$ cat config.mk
export PLATFORM = sky130hd
export DESIGN_NAME = marquee_scroll_controller
export DESIGN_NICKNAME = d
export VERILOG_FILES = /design/src/hw/rtl/mqs_pkg.sv /design/src/hw/rtl/mqs_calc.sv /design/src/hw/rtl/marquee_scroll_controller.sv
export VERILOG_INCLUDE_DIRS = /design/src /design/src/hw/rtl
export SDC_FILE = /design/constraint.sdc
export NUM_CORES = 2
export LEC_CHECK = 0
export ABC_AREA = 1
export BUFFER_PORTS_ARGS = -buffer_cell sky130_fd_sc_hd__buf_2
export CORE_ASPECT_RATIO = 0.75
export CORE_UTILIZATION = 55
export CTS_BUF_LIST = sky130_fd_sc_hd__clkbuf_16
export DETAILED_ROUTE_END_ITERATION = 8
export PLACE_DENSITY = 0.72
export RECOVER_POWER = 25
export SYNTH_ARGS = -nofsm -noshare
export SYNTH_HDL_FRONTEND = slang
export SYNTH_SLANG_ARGS = --single-unit
$ cat constraint.sdc
create_clock -name clk -period 49.1 [get_ports clk]
set_clock_uncertainty 0.15 [all_clocks]
set_input_delay 7.365 -clock clk [delete_from_list [all_inputs] [get_ports clk]]
set_output_delay 7.365 -clock clk [all_outputs]
set_load 0.05 [all_outputs]
$ cat src/hw/rtl/assert_macros.svh
// Assertion macros used by the top-level RTL file; they sample on clk and hold off during reset.
`ifndef ASSERT_MACROS_SVH
`define ASSERT_MACROS_SVH

// Same-cycle implication.
`define MQS_ASSERT_IMP(lbl, ante, cons) \
	lbl: assert property (@(posedge clk) disable iff (!arst_n) (ante) |-> (cons)) \
		else $error("marquee assertion failed");

// Next-cycle implication.
`define MQS_ASSERT_NXT(lbl, ante, cons) \
	lbl: assert property (@(posedge clk) disable iff (!arst_n) (ante) |=> (cons)) \
		else $error("marquee assertion failed");

`endif

$ cat src/hw/rtl/mqs_pkg.sv
// Package of the marquee scroll controller: constants, register codes and shared types.
`default_nettype none

package mqs_pkg;

	localparam int COORD_BITS     = 16;
	localparam int STEP_FRAC_BITS = 8;

	// Working width of the position arithmetic: box edge scaled by the step
	// fraction minus a 16 x 17 bit signed product, with headroom.
	localparam int VW = 34;

	localparam int CFG_IDX_BITS = 2;
	localparam logic [CFG_IDX_BITS-1:0] CFG_STEP_PIXELS  = 2'd0;
	localparam logic [CFG_IDX_BITS-1:0] CFG_SCROLL_MODE  = 2'd1;
	localparam logic [CFG_IDX_BITS-1:0] CFG_PAUSE_FRAMES = 2'd2;

	localparam logic [15:0] STEP_PIXELS_RESET  = 16'd256;
	localparam logic        SCROLL_MODE_RESET  = 1'b0;
	localparam logic [7:0]  PAUSE_FRAMES_RESET = 8'd20;

	localparam logic MODE_PINGPONG = 1'b0;
	localparam logic MODE_ONEWAY   = 1'b1;

	typedef struct packed {
		logic [15:0] step_pixels;
		logic        scroll_mode;
		logic [7:0]  pause_frames;
	} cfg_t;

	typedef struct packed {
		logic signed [15:0] box_left;
		logic signed [15:0] box_top;
		logic signed [15:0] box_right;
		logic signed [15:0] box_bottom;
		logic [14:0]        text_width;
		logic [14:0]        text_height;
		logic [15:0]        text_length;
		logic               center;
		logic               restart;
	} item_t;

	typedef struct packed {
		logic [15:0] scroll_offset;
		logic        reverse_dir;
		logic [7:0]  pause_count;
		logic        edge_latched;
		logic [15:0] last_length;
	} state_t;

	typedef struct packed {
		logic signed [15:0] text_x;
		logic signed [15:0] text_y;
		logic               scrolling;
	} result_t;

endpackage

`default_nettype wire

$ cat src/hw/rtl/mqs_calc.sv
// Per-frame placement logic: text position, scroll state update and result fields.
`default_nettype none

module mqs_calc (
	input  mqs_pkg::item_t   item,
	input  mqs_pkg::cfg_t    cfg,
	input  mqs_pkg::state_t  st,
	output mqs_pkg::state_t  st_next,
	output mqs_pkg::result_t res
);
	import mqs_pkg::*;

	localparam logic signed [VW-1:0] FRAC_MASK = VW'((64'sd1 <<< STEP_FRAC_BITS) - 64'sd1);
	localparam logic signed [VW-1:0] SAT_HI    = VW'((64'sd1 <<< (COORD_BITS - 1)) - 64'sd1);
	localparam logic signed [VW-1:0] SAT_LO    = -SAT_HI - VW'(1);

	// left * 2^F - offset * step, divided by 2^F toward zero
	function automatic logic signed [VW-1:0] place_x(logic signed [15:0] left,
			logic [15:0] off, logic [15:0] step);
		logic signed [32:0]   prod;
		logic signed [VW-1:0] v;
		logic signed [VW-1:0] q;
		prod = $signed(off) * $signed({1'b0, step});
		v = (VW'(left) <<< STEP_FRAC_BITS) - VW'(prod);
		q = v >>> STEP_FRAC_BITS;
		if (v[VW-1] && ((v & FRAC_MASK) != '0)) begin
			q = q + VW'(1);
		end
		return q;
	endfunction

	function automatic logic signed [VW-1:0] half_tz(logic signed [VW-1:0] a);
		logic signed [VW-1:0] t;
		t = a + VW'(a[VW-1]);
		return t >>> 1;
	endfunction

	function automatic logic signed [15:0] sat16(logic signed [VW-1:0] a);
		logic signed [VW-1:0] t;
		t = a;
		if (a > SAT_HI) begin
			t = SAT_HI;
		end else if (a < SAT_LO) begin
			t = SAT_LO;
		end
		return t[15:0];
	endfunction

	logic signed [VW-1:0] left, top, right, bottom, tw, th, bw, bh;
	logic signed [VW-1:0] x_a, x_b, x, y, il, ir, it, ib;
	logic                 scrolling, do_reset, at_edge, mode1;
	logic [15:0]          off0, off1, off2;
	logic [7:0]           pc0, pc1, pc2;
	logic                 rev0, rev1, el0, el1;

	always_comb begin
		left   = VW'(item.box_left);
		top    = VW'(item.box_top);
		right  = VW'(item.box_right);
		bottom = VW'(item.box_bottom);
		tw     = VW'(item.text_width);
		th     = VW'(item.text_height);
		bw     = right - left;
		bh     = bottom - top;
		scrolling = tw > bw;
		mode1     = (cfg.scroll_mode == MODE_ONEWAY);

		// a new text or an explicit restart sends the scroll home
		do_reset = item.restart || (item.text_length != st.last_length);
		off0 = do_reset ? 16'd0 : st.scroll_offset;
		pc0  = do_reset ? cfg.pause_frames : st.pause_count;
		rev0 = (do_reset && !mode1) ? 1'b0 : st.reverse_dir;
		el0  = (do_reset && !mode1) ? 1'b0 : st.edge_latched;

		y   = top + half_tz(bh - th);
		x_a = place_x(item.box_left, off0, cfg.step_pixels);
		x_b = place_x(item.box_left, off0 - 16'd1, cfg.step_pixels);
		x   = item.center ? left + half_tz(bw - tw) : left;

		at_edge = ((x_a + tw) < right) || (x_a > left);
		off1 = off0;
		pc1  = pc0;
		rev1 = rev0;
		el1  = el0;
		if (scrolling) begin
			x = x_a;
			if (!mode1) begin
				if (at_edge) begin
					if (!el0) begin
						rev1 = ~rev0;
						pc1  = cfg.pause_frames;
					end
					el1 = 1'b1;
				end else begin
					el1 = 1'b0;
				end
			end else if (at_edge) begin
				// back off one unit and hold
				off1 = off0 - 16'd1;
				x    = x_b;
				pc1  = cfg.pause_frames;
			end
		end

		off2 = off1;
		pc2  = pc1;
		if (pc1 == 8'd0) begin
			off2 = (!mode1 && rev1) ? off1 - 16'd1 : off1 + 16'd1;
		end else begin
			pc2 = pc1 - 8'd1;
			if (mode1 && (pc2 == (cfg.pause_frames >> 1))) begin
				off2 = 16'd0;
			end
		end

		il = (x > left) ? x : left;
		ir = ((x + tw) < right) ? (x + tw) : right;
		it = (y > top) ? y : top;
		ib = ((y + th) < bottom) ? (y + th) : bottom;
		if ((ir <= il) || (ib <= it)) begin
			off2 = 16'd0;
			pc2  = cfg.pause_frames;
		end

		st_next.scroll_offset = off2;
		st_next.reverse_dir   = rev1;
		st_next.pause_count   = pc2;
		st_next.edge_latched  = el1;
		st_next.last_length   = item.text_length;

		res.text_x    = sat16(x);
		res.text_y    = sat16(y);
		res.scrolling = scrolling;
	end

endmodule

`default_nettype wire

$ cat src/hw/rtl/marquee_scroll_controller.sv
// Top level of the marquee scroll controller: handshakes, registers and scroll state.
// Usage:
//   Feed one item per display frame on the input channel (in_valid/in_ready):
//   box rectangle, text size and length, center and restart flags.
//   Each item yields exactly one result on the output channel
//   (out_valid/out_ready): text_x, text_y and the scrolling flag.
//   Flow: an item accepted at a clock edge is registered in the input register,
//   worked on combinationally, and its result is then registered at the output.
//   Throughput: one item per cycle while out_ready is high; the placement multiply,
//   compares and counter updates all sit between the input and output registers.
//   When the receiver stalls, the result holds in the output register and one
//   more item waits in the input register; in_ready drops only when both are full.
//   Configuration: cfg_we writes cfg_data into register cfg_index at once
//   (0 step_pixels, 1 scroll_mode, 2 pause_frames); write only while idle.
//   Reset: registers return to step 1.0 pixel, ping-pong mode, 20-frame pause;
//   scroll state clears; both channels empty.
`default_nettype none

module marquee_scroll_controller (
	input  wire logic                                clk,
	input  wire logic                                arst_n,
	input  wire logic                                cfg_we,
	input  wire logic [mqs_pkg::CFG_IDX_BITS-1:0]    cfg_index,
	input  wire logic [15:0]                         cfg_data,
	input  wire logic                                in_valid,
	output logic                                     in_ready,
	input  wire logic signed [15:0]                  box_left,
	input  wire logic signed [15:0]                  box_top,
	input  wire logic signed [15:0]                  box_right,
	input  wire logic signed [15:0]                  box_bottom,
	input  wire logic [14:0]                         text_width,
	input  wire logic [14:0]                         text_height,
	input  wire logic [15:0]                         text_length,
	input  wire logic                                center,
	input  wire logic                                restart,
	output logic                                     out_valid,
	input  wire logic                                out_ready,
	output logic signed [15:0]                       text_x,
	output logic signed [15:0]                       text_y,
	output logic                                     scrolling
);
	import mqs_pkg::*;

	cfg_t    cfg_q;
	item_t   item_s1;
	logic    valid_s1;
	state_t  state_q;
	state_t  state_next;
	result_t res_next;
	result_t res_q;
	logic    out_valid_q;
	logic    advance;

	// move the held item into the result register when that register frees up
	assign advance  = valid_s1 && (!out_valid_q || out_ready);
	assign in_ready = !valid_s1 || advance;

	// configuration registers
	always_ff @(posedge clk or negedge arst_n) begin
		if (!arst_n) begin
			cfg_q.step_pixels  <= STEP_PIXELS_RESET;
			cfg_q.scroll_mode  <= SCROLL_MODE_RESET;
			cfg_q.pause_frames <= PAUSE_FRAMES_RESET;
		end else if (cfg_we) begin
			unique case (cfg_index)
				CFG_STEP_PIXELS:  cfg_q.step_pixels  <= cfg_data;
				CFG_SCROLL_MODE:  cfg_q.scroll_mode  <= cfg_data[0];
				CFG_PAUSE_FRAMES: cfg_q.pause_frames <= cfg_data[7:0];
				default: begin
					// unmapped index: drop the write
				end
			endcase
		end
	end

	// input register: payload needs no reset
	always_ff @(posedge clk) begin
		if (in_valid && in_ready) begin
			item_s1.box_left    <= box_left;
			item_s1.box_top     <= box_top;
			item_s1.box_right   <= box_right;
			item_s1.box_bottom  <= box_bottom;
			item_s1.text_width  <= text_width;
			item_s1.text_height <= text_height;
			item_s1.text_length <= text_length;
			item_s1.center      <= center;
			item_s1.restart     <= restart;
		end
	end

	always_ff @(posedge clk or negedge arst_n) begin
		if (!arst_n) begin
			valid_s1 <= 1'b0;
		end else if (in_valid && in_ready) begin
			valid_s1 <= 1'b1;
		end else if (advance) begin
			valid_s1 <= 1'b0;
		end
	end

	mqs_calc u_calc (
		.item    (item_s1),
		.cfg     (cfg_q),
		.st      (state_q),
		.st_next (state_next),
		.res     (res_next)
	);

	// scroll state advances once per item, as its result is registered
	always_ff @(posedge clk or negedge arst_n) begin
		if (!arst_n) begin
			state_q <= '0;
		end else if (advance) begin
			state_q <= state_next;
		end
	end

	always_ff @(posedge clk) begin
		if (advance) begin
			res_q <= res_next;
		end
	end

	always_ff @(posedge clk or negedge arst_n) begin
		if (!arst_n) begin
			out_valid_q <= 1'b0;
		end else if (advance) begin
			out_valid_q <= 1'b1;
		end else if (out_ready) begin
			out_valid_q <= 1'b0;
		end
	end

	assign out_valid = out_valid_q;
	assign text_x    = res_q.text_x;
	assign text_y    = res_q.text_y;
	assign scrolling = res_q.scrolling;

`include "assert_macros.svh"

	// a held item always lands in the result register on advance
	`MQS_ASSERT_NXT(a_advance_fills_out, advance, out_valid_q)
	// input back-pressure only when both registers are full and the receiver stalls
	`MQS_ASSERT_IMP(a_ready_only_stalled, !in_ready, valid_s1 && out_valid_q && !out_ready)
	// scroll state moves only with an item
	`MQS_ASSERT_NXT(a_state_holds, !advance, $stable(state_q))

endmodule

`default_nettype wire

**Yosys cells after proc, flatten, opt, wreduce, memory -nomap -nowiden**

Cells that the tools add are included.

- Register bits after elaboration: 214
- Latch bits: 0
- Memory bits (writable): 0
- Memory bits (read-only): 0
- Input bits: 135
- Output and inout bits: 35
- Word-level logic and storage cells: 126
- Memories: 0

- $add $sub $neg: 19
- Multiply operators: 2
- Div/mod/pow operators: 0
- Magnitude comparators: 13
- Eq/ne operators: 4
- Shift operators: 0
- Mux-type cells: 41
- Bitwise logic cells: 1
- Reduce and logical (&&, ||, !) cells: 24

Operators with widths:

| kind | number |
|---|---|
| $mux 34 | 10 |
| $mux 16 | 10 |
| $add 34x16->34 | 3 |
| $gt 34x16->1 | 3 |
| $lt 34x16->1 | 3 |
| $add 16x33->34 | 2 |
| $add 34x1->34 | 2 |
| $gt 34x16->1 const B | 2 |
| $le 34x34->1 | 2 |
| $lt 34x16->1 const B | 2 |
| $reduce_bool 34->1 | 2 |
| $sub 24x33->34 | 2 |
| $sub 34x16->34 | 2 |
| $mul 16x17->33 | 2 |
| $mux 8 | 8 |
| $add 26x2->27 const B | 2 |
| $gt 16x34->1 | 1 |
| $sub 16x16->17 | 2 |
| $sub 16x1->16 const B | 2 |
| $add 16x1->16 const B | 1 |
| $ne 16x16->1 | 1 |
| $mux 1 | 13 |
| $eq 8x7->1 | 1 |
| $logic_not 8->1 | 1 |
| other kinds (10) | 25 |

**Depth between registers and ports, before layout**

- Depth after elaboration: 20
- Mapped depth: 133
- Mapped depth without buffers: 128

**By module**

Synthesis repeated with hierarchy kept, for this count alone.

- Cells, all modules: 6827
- Area, all modules: 48686.7 µm²

Modules (own cells, without submodules):

| module | instances | cells each | area each (µm²) | seq. area each (µm²) |
|---|---|---|---|---|
| mqs_calc | 1 | 6378 | 41548.6 | 0.0 |
| marquee_scroll_controller | 1 | 449 | 7138.1 | 6084.6 |

**Least setup slack after synthesis**

No wires, ideal clock.

- Path kind: register to register
- Start point: register item_s1[16] in the netlist's numbering
- End point: register state_q[30] in the netlist's numbering
- Setup time: 0.066 ns
- Arrival time: 17.661 ns
- Required time: 48.884 ns
- Path slack: 31.224 ns
- Stages on the path, launching flop included: 128
- Path buffers: 6
- Clock period less this slack: 17.876 ns
- Path through: edfxtp_1 xnor2_1 nand2_1 nor2_1 nand3_1 nor2_1 nand2_2 inv_1 buf_2 nand2_1 inv_1 clkbuf_1 nand2_1 fa_1 inv_1 fa_1 fa_1 inv_1 (+92 left out) clkbuf_1 clkbuf_1 nand2_1 o21ai_0 ha_1 a21oi_1 o21ai_0 a21oi_1 o311ai_0 a31oi_1 o21ai_0 xor2_1 nor2_1 nand2_1 inv_1 buf_2 nand3_1 nand2_1

- Cells in the longest elaborated chain, start to end: 20
- Elaborated cells on any way between the ends: 58
- Classes of those cells: add/sub: 10; mul: 2; order compare: 5; eq/ne: 2; mux: 27; bitwise: 1; reduce/logical: 11

Ends and longest elaborated chain:

| item | RTL line | RTL |
|---|---|---|
| from (decl) | marquee_scroll_controller.sv:45 | `item_t item_s1;` |
| $ne 16x16->1 * | mqs_calc.sv:69 | `do_reset = item.restart \|\| (item.text_length != st.last_length);` |
| $logic_or 1x1->1 * | mqs_calc.sv:69 |  |
| parallel branches: the longest is 17 deep, another holds $sub 24x33->34 | n/a |  |
| $mux 16 * | mqs_calc.sv:120 | `if ((ir <= il) \|\| (ib <= it)) begin` |
| to (signal assigned) | marquee_scroll_controller.sv:114 | `state_q <= state_next;` |
| to (decl) | marquee_scroll_controller.sv:47 | `state_t state_q;` |

Mark *: on every way between the ends.
A chain may end at the register's enable or synchronous reset.

**Worst setup path after layout**

- Start point: register item_s1[10] in the netlist's numbering
- End point: register state_q[21] in the netlist's numbering

- Cells in the longest elaborated chain, start to end: 20
- Elaborated cells on any way between the ends: 42
- Classes of those cells: add/sub: 8; mul: 2; order compare: 5; eq/ne: 1; mux: 17; reduce/logical: 9

Ends and longest elaborated chain:

| item | RTL line |
|---|---|
| $ne 16x16->1 * | mqs_calc.sv:69 |
| $logic_or 1x1->1 * | mqs_calc.sv:69 |
| parallel branches: the longest is 17 deep, another holds $sub 24x33->34 | n/a |
| $mux 8 * | mqs_calc.sv:120 |

Marks and branches as above.

==> run metrics <==
CP arrival 24.04 ns; max_slew headroom -4.62%; Slowest-stage cell, CP nor2_1; launch point of the worst path item_s1[10]; CP Capture Point state_q[21]; flop2flop setup slack 25.44 ns; Rows 96; minimum clock period 23.66 ns; Routed WL 174,000 um; Most common cell on crit path nand2_1; CP Depth 115; H-tree depth 1; root buffer cell clkbuf_16; Starting Density 55.6%; critical path required time 49.48 ns; hold_buf cts 0; Sequential Area 6080 um^2; Final Max Slew Viols 28; sequential share of the synthesized area 11.9%; Primary FF master, synth edfxtp_1; Layout area overhead 5.54%; first-pass GRT wire length 267,000 um; Netlist cell types 73; GRT Total Usage 36.9%; Worst Max-Slew Pin Slew 1.57 ns; Die X 353 um; Hold Vio Cnt, Final 0; clk slew on worst S/H paths 0.06 ns; # Post-CTS Setup Buffers 0; failing checks capacitance limit, slew limit; CTS tree yes; Ports 170; cells after synthesis 7,290; DR iter-0 viols 5,070; grt total ovfl 0; synthesized area per cell 6.99 um^2; Clock Path Buffers 3; largest stage delay on the critical path 0.96 ns; Die Y 266 um; leading cell types in the layout, fill and taps excluded nand2_1 (1,704), inv_1 (1,346), ha_1 (709), nor2_1 (667), fa_1 (450); most common cell after layout, fill and taps aside nand2_1; Crit path max-delay family simple AND/OR/NAND/NOR gates; WS Path Type reg -> reg; ys async rst share 32.2%; Num CTS Buffers 24; WL per Instance 20.2 um; PostCTS Resize Cnt 0; Num Clock Sinks 214; Reg-to-Reg Start item_s1[10]; crit-path max FO 30; largest net degree at the start of global routing 70; clock latency on the worst-skew pair 0.63 ns; Port Buf Inserts 169; share of cells above drive strength 1 6.98%; Nets 8,674; Max-Cap Viols 1; DR pass1 iterations 8; Yosys reg bits 214; drt drc 0; RSZ-0062 raised after global routing false; vias in the first global route 45,979; fin crit share 48.2%; Syn Nets 8,584; total core area 91,600 um^2; Post-synth EDFFs 145; vias 48,882; f_max 42.3 MHz; number of warnings issued by yosys 0; Hold WC Path Type reg -> reg; Setup-failing EPs final 0; multi-input logic area 38,900 um^2; DR vias/cell 5.67; die area 93,900 um^2; post-route ant nets 0; Worst setup EP type register; worst reg2reg path endpoint state_q[21]; fillcell total 8,770; initial antenna violation count 0; GP Congestion 1.02; status finished, violations left; CP Launch Type register; hpwl dp 143,000 um; setup tns final 0 ns; worst path bufs/invs 20; Post-Syn Area 51,000 um^2; r2r worst-path depth 115
==> state kept, by name, summed over array words and instances (netlist names) <==
register,count
state_q,42
scrolling,1
cfg_q,25
item_s1,112
valid_s1,1
text_x,16
text_y,16
out_valid,1
==> cell type report <==
class | instances | share of cell area (%)
multi-input cells | 5512 | 72.4
flip-flops and latches | 214 | 11.3
inverters | 1411 | 9.86
well taps | 1225 | 2.85
repair buffers | 217 | 2.23
clock buffers | 24 | 1.12
clock inverters | 18 | 0.268
diodes | 2 | 0.00930
==> stage by stage <==
| stage | util, % | cell area [um^2] | instances | setup WS [ns] | hold slack [ns] |
|---|---|---|---|---|---|
| floorplan | - | 51000 | 7290 | 31.22 | 0.299 |
| global placement | 57.9 | 53100 | 8579 | 26.42 | 0.319 |
| detailed placement | 57.9 | 53100 | 8579 | 26.01 | 0.319 |
| CTS | 58.7 | 53800 | 8621 | 25.95 | 0.340 |
| global route | 58.7 | 53800 | 8621 | 23.55 | 0.356 |
| finish | 58.7 | 53800 | 8623 | 25.44 | 0.343 |
==> cell usage after synthesis, types with 10 or more instances <==
master,n,area [um^2]
nand2_1,1704,6400
inv_1,1345,5050
ha_1,709,8870
nor2_1,667,2500
fa_1,450,9010
a21oi_1,412,2060
nand3_1,370,1850
o21ai_0,326,1630
xor2_1,159,1390
edfxtp_1,145,4350
clkbuf_1,130,488
nand4_1,122,763
nand2_2,73,457
dfrtp_1,66,1650
xnor2_1,62,543
nor3_1,59,295
inv_2,54,203
nor2_2,41,257
a31oi_1,33,206
a21o_1,29,218
o21ai_1,28,140
o21bai_1,27,203
nand3_2,22,220
o211ai_1,20,150
nor4_1,16,100
o21a_1,16,120
or2_2,14,87.6
a211oi_1,13,97.6
nand3b_1,13,97.6
buf_2,12,60.1
o221ai_1,12,105
clkinv_1,11,41.3
nand2_4,11,124
nor2_4,11,124
a22oi_1,10,75.1
and2_1,10,62.6
==> cells by family (layout without fill, tap and decap cells) <==
| logic type | count (synthesis) | in the layout | share of synthesized area, % |
|---|---|---|---|
| compound gates | 968 | 968 | 10.5 |
| fa+ha+maj | 1159 | 1159 | 35.1 |
| other cells | 0 | 2 | 0 |
| xor+xnor | 227 | 227 | 3.99 |
| simple gates | 3157 | 3157 | 26.7 |
| buf+inv | 1564 | 1670 | 11.7 |
| mux | 1 | 1 | 0.0196 |
| flops | 214 | 214 | 11.9 |
==> worst min path at each step <==
stage / cells past startpoint / slack [ns] / endpoint / startpoint
after floorplan: 2 / 0.30 / state_q[31] / state_q[31]
after global placement: 2 / 0.32 / state_q[27] / state_q[27]
after detailed placement: 2 / 0.32 / state_q[29] / state_q[29]
after CTS: 2 / 0.34 / state_q[29] / state_q[29]
after global routing: 2 / 0.36 / state_q[25] / state_q[25]
final: 2 / 0.34 / state_q[40] / state_q[40]
==> routing by layer <==
| layer | vias to the layer above | routed length (um) | track usage (%) |
|---|---|---|---|
| met5 | - | 85 | 0 |
| met4 | 2 | 5220 | 9.87 |
| met3 | 273 | 22300 | 10.5 |
| met2 | 2389 | 68100 | 52.2 |
| met1 | 22842 | 78100 | 54.3 |
| li1 | 23376 | - | - |
==> tightest hold or removal path, cell delays in order (launching register included) <==
cell and delay [ns]:
dfrtp_1 0.35, nand2_1 0.06, nand2_1 0.06
Power is not shown: default switching activity piles up to over one toggle a cycle in this logic, so the estimate is an artifact.
